==> config.mk <==
export PLATFORM = sky130hd
export DESIGN_NAME = dual_quadrature_decoder_speed
export DESIGN_NICKNAME = d
export VERILOG_FILES = /design/src/design/dqds_pkg.sv /design/src/design/dqds_channel.sv /design/src/design/dqds_window.sv /design/src/design/dual_quadrature_decoder_speed.sv
export SDC_FILE = /design/constraint.sdc
export NUM_CORES = 1
export LEC_CHECK = 0
export ABC_AREA = 1
export BUFFER_PORTS_ARGS = -buffer_cell sky130_fd_sc_hd__buf_2
export CAP_MARGIN = 20
export CORE_UTILIZATION = 55
export DETAILED_ROUTE_END_ITERATION = 10
export GPL_TIMING_DRIVEN = 1
export PLACE_DENSITY_LB_ADDON = 0.15
export SYNTH_ARGS = -nofsm -noshare
export SYNTH_HDL_FRONTEND = slang
export SYNTH_SLANG_ARGS = --single-unit
==> constraint.sdc <==
create_clock -name i_clk -period 5.1 [get_ports i_clk]
set_clock_uncertainty 0.2 [all_clocks]
set_input_delay 0.255 -clock i_clk [delete_from_list [all_inputs] [get_ports i_clk]]
set_output_delay 0.255 -clock i_clk [all_outputs]
set_load 0.02 [all_outputs]
==> src/design/dqds_pkg.sv <==
// dqds_pkg: shared widths, codes, types and the quadrature step function
// for the dual quadrature decoder with speed measurement.
// No dependencies.
package dqds_pkg;

    localparam int POS_W   = 32;
    localparam int TICK_W  = 16;
    localparam int PHASE_W = 2;
    localparam int STEP_W  = 3;

    localparam logic [TICK_W-1:0] WINDOW_TICKS_RESET = 16'd20;

    // operation codes
    localparam logic OP_PIN  = 1'b0;
    localparam logic OP_TICK = 1'b1;

    // distance along the forward Gray sequence 00 -> 01 -> 11 -> 10
    localparam logic [1:0] DIFF_NONE = 2'd0;
    localparam logic [1:0] DIFF_FWD  = 2'd1;
    localparam logic [1:0] DIFF_JUMP = 2'd2;
    localparam logic [1:0] DIFF_REV  = 2'd3;

    typedef logic signed [POS_W-1:0] t_pos;
    typedef logic signed [STEP_W-1:0] t_step;

    typedef struct packed {
        logic               en;
        logic [PHASE_W-1:0] phase;
    } t_chan_evt;

    // Place of a phase in the forward sequence: 00->0, 01->1, 11->2... mapped
    // so that 10 sits at 3 and 11 at 2.
    function automatic logic [1:0] gray_index(input logic [PHASE_W-1:0] ph);
        gray_index = {ph[1], ph[1] ^ ph[0]};
    endfunction

    // Signed count increment for one channel event.
    function automatic t_step step_of(input logic [PHASE_W-1:0] prev,
                                      input logic [PHASE_W-1:0] curr,
                                      input logic               rev);
        logic [1:0] diff;
        diff = gray_index(curr) - gray_index(prev);
        unique case (diff)
            DIFF_NONE: step_of = 3'sd0;
            DIFF_FWD:  step_of = 3'sd1;
            DIFF_REV:  step_of = -3'sd1;
            DIFF_JUMP: step_of = rev ? -3'sd2 : 3'sd2;
            default:   step_of = 3'sd0;
        endcase
    endfunction

endpackage

==> src/design/dqds_channel.sv <==
// dqds_channel: one x4 quadrature channel: last phase, last direction and
// the wrapping position count. Depends on dqds_pkg.
module dqds_channel
    import dqds_pkg::*;
(
    input  logic      i_clk,
    input  logic      i_rst_n,
    input  t_chan_evt i_evt,
    output t_pos      o_count,
    output t_pos      o_count_next
);

    logic [PHASE_W-1:0] r_prev;
    logic               r_rev;
    t_pos               r_count;
    t_step              w_step;
    t_pos               n_count;

    assign w_step  = step_of(r_prev, i_evt.phase, r_rev);
    assign n_count = r_count + {{(POS_W-STEP_W){w_step[STEP_W-1]}}, w_step};

    always_ff @(posedge i_clk) begin
        if (!i_rst_n) begin
            r_prev  <= '0;
            r_rev   <= 1'b0;
            r_count <= '0;
        end else if (i_evt.en) begin
            r_prev  <= i_evt.phase;
            r_count <= n_count;
            // remember the sign of the last nonzero move
            if (w_step != '0) begin
                r_rev <= w_step[STEP_W-1];
            end
        end
    end

    assign o_count      = r_count;
    assign o_count_next = i_evt.en ? n_count : r_count;

endmodule

==> src/design/dqds_window.sv <==
// dqds_window: window length register, tick counter and per-window speed
// for both channels. Depends on dqds_pkg.
module dqds_window
    import dqds_pkg::*;
(
    input  logic              i_clk,
    input  logic              i_rst_n,
    input  logic              i_cfg_we,
    input  logic [TICK_W-1:0] i_cfg_wdata,
    input  logic              i_tick,
    input  t_pos              i_count_one,
    input  t_pos              i_count_two,
    output t_pos              o_rate_one,
    output t_pos              o_rate_two,
    output logic              o_done
);

    logic [TICK_W-1:0] r_window_ticks;
    logic [TICK_W-1:0] r_tick_cnt;
    logic [TICK_W-1:0] n_tick_cnt;
    t_pos              r_start_one;
    t_pos              r_start_two;
    t_pos              r_rate_one;
    t_pos              r_rate_two;
    t_pos              n_rate_one;
    t_pos              n_rate_two;
    logic              w_hit;

    assign n_tick_cnt = r_tick_cnt + 1'b1;
    assign w_hit      = i_tick && (n_tick_cnt == r_window_ticks);
    assign n_rate_one = i_count_one - r_start_one;
    assign n_rate_two = i_count_two - r_start_two;

    always_ff @(posedge i_clk) begin
        if (!i_rst_n) begin
            r_window_ticks <= WINDOW_TICKS_RESET;
        end else if (i_cfg_we) begin
            r_window_ticks <= i_cfg_wdata;
        end
    end

    always_ff @(posedge i_clk) begin
        if (!i_rst_n) begin
            r_tick_cnt  <= '0;
            r_start_one <= '0;
            r_start_two <= '0;
            r_rate_one  <= '0;
            r_rate_two  <= '0;
        end else if (w_hit) begin
            r_tick_cnt  <= '0;
            r_start_one <= i_count_one;
            r_start_two <= i_count_two;
            r_rate_one  <= n_rate_one;
            r_rate_two  <= n_rate_two;
        end else if (i_tick) begin
            r_tick_cnt <= n_tick_cnt;
        end
    end

    assign o_rate_one = w_hit ? n_rate_one : r_rate_one;
    assign o_rate_two = w_hit ? n_rate_two : r_rate_two;
    assign o_done     = w_hit;

endmodule

==> src/design/dual_quadrature_decoder_speed.sv <==
// dual_quadrature_decoder_speed: top level of the two-channel x4 quadrature
// decoder with windowed speed. Depends on dqds_pkg, dqds_channel, dqds_window.
//
// Each input word is either a pin event (operation 0) or a timer tick
// (operation 1). On a pin event every flagged channel compares its new A/B
// phase with the last one: a Gray step forward adds +1, backward -1, a jump
// over both pins adds +2 or -2 following the last nonzero direction (forward
// before any move), and an unchanged phase adds 0; positions are 32-bit and
// wrap. Ticks advance a 16-bit counter; when it reaches window_ticks (reset
// 20, written through i_cfg_we / i_cfg_wdata while idle) the window closes,
// each speed becomes the position change since the previous close and
// o_window_done is 1 for that word. Writing 0 makes a window span 65536
// ticks. Every input word yields exactly one output word showing the state
// after that word. The block has an input register and a result register
// with the decode and add between them: a word shows on the output once it
// moves from the input register into the result register, and one word per
// cycle is sustained while the output is not stalled, since the position and
// tick state update as the word moves into the result register.
// The input side keeps accepting while a result waits as long as the input
// register is empty or can move forward.
module dual_quadrature_decoder_speed
    import dqds_pkg::*;
(
    input  logic               i_clk,
    input  logic               i_rst_n,
    // configuration
    input  logic               i_cfg_we,
    input  logic [TICK_W-1:0]  i_cfg_wdata,
    // input channel
    input  logic               i_in_valid,
    output logic               o_in_ready,
    input  logic               i_operation,
    input  logic [PHASE_W-1:0] i_phase_one,
    input  logic [PHASE_W-1:0] i_phase_two,
    input  logic               i_changed_one,
    input  logic               i_changed_two,
    // output channel
    output logic               o_out_valid,
    input  logic               i_out_ready,
    output t_pos               o_position_one,
    output t_pos               o_position_two,
    output t_pos               o_speed_one,
    output t_pos               o_speed_two,
    output logic               o_window_done
);

    // input register
    logic               r_in_valid;
    logic               r_in_op;
    logic [PHASE_W-1:0] r_in_phase_one;
    logic [PHASE_W-1:0] r_in_phase_two;
    logic               r_in_changed_one;
    logic               r_in_changed_two;

    // result register
    logic r_out_valid;
    t_pos r_out_pos_one;
    t_pos r_out_pos_two;
    t_pos r_out_speed_one;
    t_pos r_out_speed_two;
    logic r_out_done;

    logic      w_adv;
    logic      w_tick;
    t_chan_evt w_evt_one;
    t_chan_evt w_evt_two;
    t_pos      w_count_one;
    t_pos      w_count_two;
    t_pos      w_next_one;
    t_pos      w_next_two;
    t_pos      w_rate_one;
    t_pos      w_rate_two;
    logic      w_done;

    // Move the held word into the result register whenever that slot is
    // free or being drained this cycle.
    assign w_adv      = r_in_valid && (!r_out_valid || i_out_ready);
    assign o_in_ready = !r_in_valid || w_adv;
    assign w_tick     = w_adv && (r_in_op == OP_TICK);

    assign w_evt_one.en    = w_adv && (r_in_op == OP_PIN) && r_in_changed_one;
    assign w_evt_one.phase = r_in_phase_one;
    assign w_evt_two.en    = w_adv && (r_in_op == OP_PIN) && r_in_changed_two;
    assign w_evt_two.phase = r_in_phase_two;

    always_ff @(posedge i_clk) begin
        if (!i_rst_n) begin
            r_in_valid <= 1'b0;
        end else if (i_in_valid && o_in_ready) begin
            r_in_valid <= 1'b1;
        end else if (w_adv) begin
            r_in_valid <= 1'b0;
        end
    end

    // payload: load on accept, no reset needed
    always_ff @(posedge i_clk) begin
        if (i_in_valid && o_in_ready) begin
            r_in_op          <= i_operation;
            r_in_phase_one   <= i_phase_one;
            r_in_phase_two   <= i_phase_two;
            r_in_changed_one <= i_changed_one;
            r_in_changed_two <= i_changed_two;
        end
    end

    dqds_channel u_chan_one (
        .i_clk        (i_clk),
        .i_rst_n      (i_rst_n),
        .i_evt        (w_evt_one),
        .o_count      (w_count_one),
        .o_count_next (w_next_one)
    );

    dqds_channel u_chan_two (
        .i_clk        (i_clk),
        .i_rst_n      (i_rst_n),
        .i_evt        (w_evt_two),
        .o_count      (w_count_two),
        .o_count_next (w_next_two)
    );

    // Positions never move on a tick, so the window sees the held counts.
    dqds_window u_window (
        .i_clk       (i_clk),
        .i_rst_n     (i_rst_n),
        .i_cfg_we    (i_cfg_we),
        .i_cfg_wdata (i_cfg_wdata),
        .i_tick      (w_tick),
        .i_count_one (w_count_one),
        .i_count_two (w_count_two),
        .o_rate_one  (w_rate_one),
        .o_rate_two  (w_rate_two),
        .o_done      (w_done)
    );

    always_ff @(posedge i_clk) begin
        if (!i_rst_n) begin
            r_out_valid <= 1'b0;
        end else if (w_adv) begin
            r_out_valid <= 1'b1;
        end else if (i_out_ready) begin
            r_out_valid <= 1'b0;
        end
    end

    always_ff @(posedge i_clk) begin
        if (w_adv) begin
            r_out_pos_one   <= w_next_one;
            r_out_pos_two   <= w_next_two;
            r_out_speed_one <= w_rate_one;
            r_out_speed_two <= w_rate_two;
            r_out_done      <= w_done;
        end
    end

    assign o_out_valid    = r_out_valid;
    assign o_position_one = r_out_pos_one;
    assign o_position_two = r_out_pos_two;
    assign o_speed_one    = r_out_speed_one;
    assign o_speed_two    = r_out_speed_two;
    assign o_window_done  = r_out_done;

`ifndef SYNTHESIS
    // a held word is never dropped while the result side is stalled
    a_in_hold: assert property (@(posedge i_clk) disable iff (!i_rst_n)
        r_in_valid && !w_adv |=> r_in_valid)
        else $error("input word lost while stalled");

    // an empty result register always lets the input side take a word
    a_ready_when_empty: assert property (@(posedge i_clk) disable iff (!i_rst_n)
        !r_out_valid |-> o_in_ready)
        else $error("input blocked with empty result register");

    // ticks never move the positions
    a_tick_keeps_pos: assert property (@(posedge i_clk) disable iff (!i_rst_n)
        w_tick |=> (w_count_one == $past(w_count_one))
                   && (w_count_two == $past(w_count_two)))
        else $error("position changed on a tick");

    // a pin event never closes a window
    a_pin_no_done: assert property (@(posedge i_clk) disable iff (!i_rst_n)
        w_adv && (r_in_op == OP_PIN) |=> !o_window_done)
        else $error("window closed on a pin event");
`endif

endmodule

==> results.toml <==
[finish]
num_antenna_cells = 0
synthToLayoutAreaGrowth_pct = 12.8
fillers = 3794
drive_above_1_share_pct = 7.18
finalNetCount = 3706

[global_routing]
grt_pass1_wl_microns = 103000
grt_pass1_vias = 20107
grt_max_degree = 131
antenna_found_initial = 1
grt_usage_pct = 30.5
overflow = 0

[clock_tree]
ctsHtreeMaxLevel = 2
post_cts_resized = 0
cts_root_buf = "clkbuf_16"
clkSinkCount = 368
cts_tree = "yes"
path_clk_slew_ps = 70
cts_buffers = 41
postCtsSetupBuffers = 0
clockBufferDepth = 3
clk_latency_ps = 580

[synthesis]
synth_compound_area_share_pct = 8.06
synthAdderAreaFrac_pct = 7.31
synth_top_cell_by_area = "dfxtp_1"
avgSynthCellArea_sq_um = 6.77
synthArstFlopShare_pct = 0
synthCells = 3375
synth-seq-cells = 368
synth_top_family_by_area = "simple AND/OR/NAND/NOR gates"
synth_xor_area_share_pct = 2.30
synth_nets = 3534
synthFlopType = "dfxtp_1"
synthMuxAreaShare_pct = 0
synthSimpleGateAreaFrac_pct = 33.3
synth_area_leaders = "dfxtp_1 20%, edfxtp_1 18%, nand2_1 16%"
synth_edf_count = 136
synth_cell_type_count = 36
synth_top_area_share_pct = 20.3
ys_seq_area_share_pct = 38.2
syn-cell-area_sq_um = 22800
ys.warnings.count = 0

[route]
postRouteAntennaNets = 0
num_vias = 21668
drtIter0Drc = 1625
drc = 0
dr.pass1.iters = 6
wl_per_cell_microns = 15.6
viasPerCell = 5.27
wirelength_microns = 64100

[timing]
hold_violations = 0
slew_headroom_pct = 30.1
max_freq_mhz = 263
fin_setup_tns_ps = 0
period_minus_slack_ps = 3800
rsz0062_at_grt = "false"
drv_slew = 0
setup-violations-final = 0
fin_hold_ws_ps = 181
min_period_over_period_pct = 74.6
tightest_slew_ps = 1040

[floorplan]
fp.coreArea_sq_um = 40900
io_pins = 159
dieArea_sq_um = 42400
initial_core_util_pct = 55.8
fp-row-count = 74
chipHeight_microns = 206
die_w_microns = 206

[setup_path]
cp.arrival_ps = 3950
cp.required_ps = 5240
critPathSlowestCell = "edfxtp_1"
start_kind = "flop"
crit_path_end_kind = "flop"
r2r_start = "r_in_phase_one[1]"
crit_type = "flop to flop"
rr_endpoint = "o_position_one[22]"
max_stage_delay_ps = 430
cpMostUsedCell = "nand2_1"
path_cells = "xnor2_1 > ha_1 > inv_1 > nand2_1 > nand2_1 > buf_4 > ha_1 > o21ai_0 > o21ai_0 > nand2_1 > nand2_1 > a21oi_1 > inv_1 > nand2_1 > nand3_1 > nand2_1 > inv_1"
ff2ff_path_depth = 17
path_max_fanout = 30
reg2reg_slack_ps = 1300

[placement]
dp.final_hpwl_microns = 47500
place_congestion = 0.948
port_buffers = 158

[min_path]
holdPathEnd = "r_in_phase_one[1]"
holdCritStartpoint = "i_phase_one[1]"
hold_depth = 2
min_path_type = "input pin to flop"

[pwr]
p_per_area_nw_per_um2 = 297
ir_drop_uv = 308
p_leak_nw = 13.1

[job]
maxCapViolations = 0

[status]
status = "complete, no violations"
-- timing repair --
item                       in CTS  in global routing
setup endpoints to repair       0                  0
hold endpoints to repair       32                  0
hold buffers                   36                  0
-- cell usage in the layout, fill, tap and decap left out, types with 42 or more instances in the layout --
cell type and count:
dfxtp_1 232, nor2_1 466, nand2_1 960, ha_1 127, edfxtp_1 136, buf_2 158
a21oi_1 170, clkbuf_16 42, o21ai_0 129, inv_1 541, nand3_1 278
-- metrics by stage --
stage	setup WS, ps	utilization, %	std cells	instance area [sq um]	power [mW]
global placement	1360	58.7	3999	24000	4.64
finish	1300	63.0	4112	25800	7.65
detailed placement	1290	58.7	3999	24000	4.65
CTS	1290	62.9	4111	25800	7.68
floorplan	834	-	3375	22800	4.27
global route	930	63.0	4112	25800	8.00
-- layer usage --
| metal | vias up | wire length (microns) | global-route usage (%) |
|---|---|---|---|
| li1 | 11040 | - | - |
| met2 | 722 | 26400 | 45.4 |
| met4 | 0 | 1420 | 8.95 |
| met1 | 9813 | 31700 | 45.8 |
| met3 | 93 | 4550 | 3.66 |
| met5 | - | 0 | 0 |
-- logic make-up (layout without fill, tap and decap cells) --
logic type	after synthesis	in the layout
flops	368	368
buf+inv	628	833
fa+ha+maj	131	131
compound gates	347	347
simple gates	1841	1841
xor+xnor	60	60
-- worst max path at each step --
stage,start,to,cells past startpoint
6_report,r_in_phase_one[1],o_position_one[22],17
4_1_cts,r_in_phase_one[1],o_position_one[22],17
2_1_floorplan,o_out_valid,o_position_two[12],8
5_1_grt,r_in_phase_one[1],o_position_one[16],19
3_3_place_gp,r_in_phase_one[1],o_position_one[22],17
3_5_place_dp,r_in_phase_one[1],o_position_one[22],17
-- worst max-delay path, delay by kind of cell (launching register included) --
family,cells,cell delay (ps)
AOI/OAI and AO/OA,3,900
buffers and inverters,4,560
DFF,1,430
xor gates and xnor gates,1,160
adders and majority gates,2,670
and+or+nand+nor,7,650
-- synthesized netlist by cell type, drive strengths merged, types with 23 or more instances --
library cell and instances:
ha 127, inv 543, nand4 27, a21oi 170
nand3b 35, edfxtp 136, buf 48, nand2 962
nor3 33, nor2 475, dfxtp 232, nand3 278
xor2 23, clkbuf 36, xnor2 37, and2 24
o21ai 130
-- final cells by class --
| type | instances | area, sq um | share of cell area [%] |
|---|---|---|---|
| tap | 532 | 666 | 2.58 |
| timing repair buffer | 213 | 1320 | 5.12 |
| sequential | 368 | 8730 | 33.9 |
| clock inverter | 20 | 213 | 0.825 |
| multi-input combinational | 2379 | 11700 | 45.2 |
| clock buffer | 56 | 1140 | 4.44 |
| inverter | 544 | 2050 | 7.94 |
-- power breakdown --
| group | total [mW] | switching [mW] | internal [mW] |
|---|---|---|---|
| Combinational | 1.47 | 1.01 | 0.459 |
| Sequential | 3.18 | 0.0550 | 3.13 |
| Clock | 3.00 | 1.26 | 1.74 |
-- flip-flops by register name, summed over array words and instances, names as in the netlist, 2 cells and up --
signal                   count
o_speed_one                 32
u_window.r_rate_two         32
u_window.r_tick_cnt         16
u_window.r_start_one        32
u_chan_two.r_prev            2
u_chan_one.o_count          32
u_chan_one.r_prev            2
o_position_two              32
o_speed_two                 32
r_in_phase_one               2
r_in_phase_two               2
u_window.r_window_ticks     16
o_position_one              32
u_window.r_rate_one         32
u_chan_two.o_count          32
u_window.r_start_two        32
(Power assumes the default switching activity.)
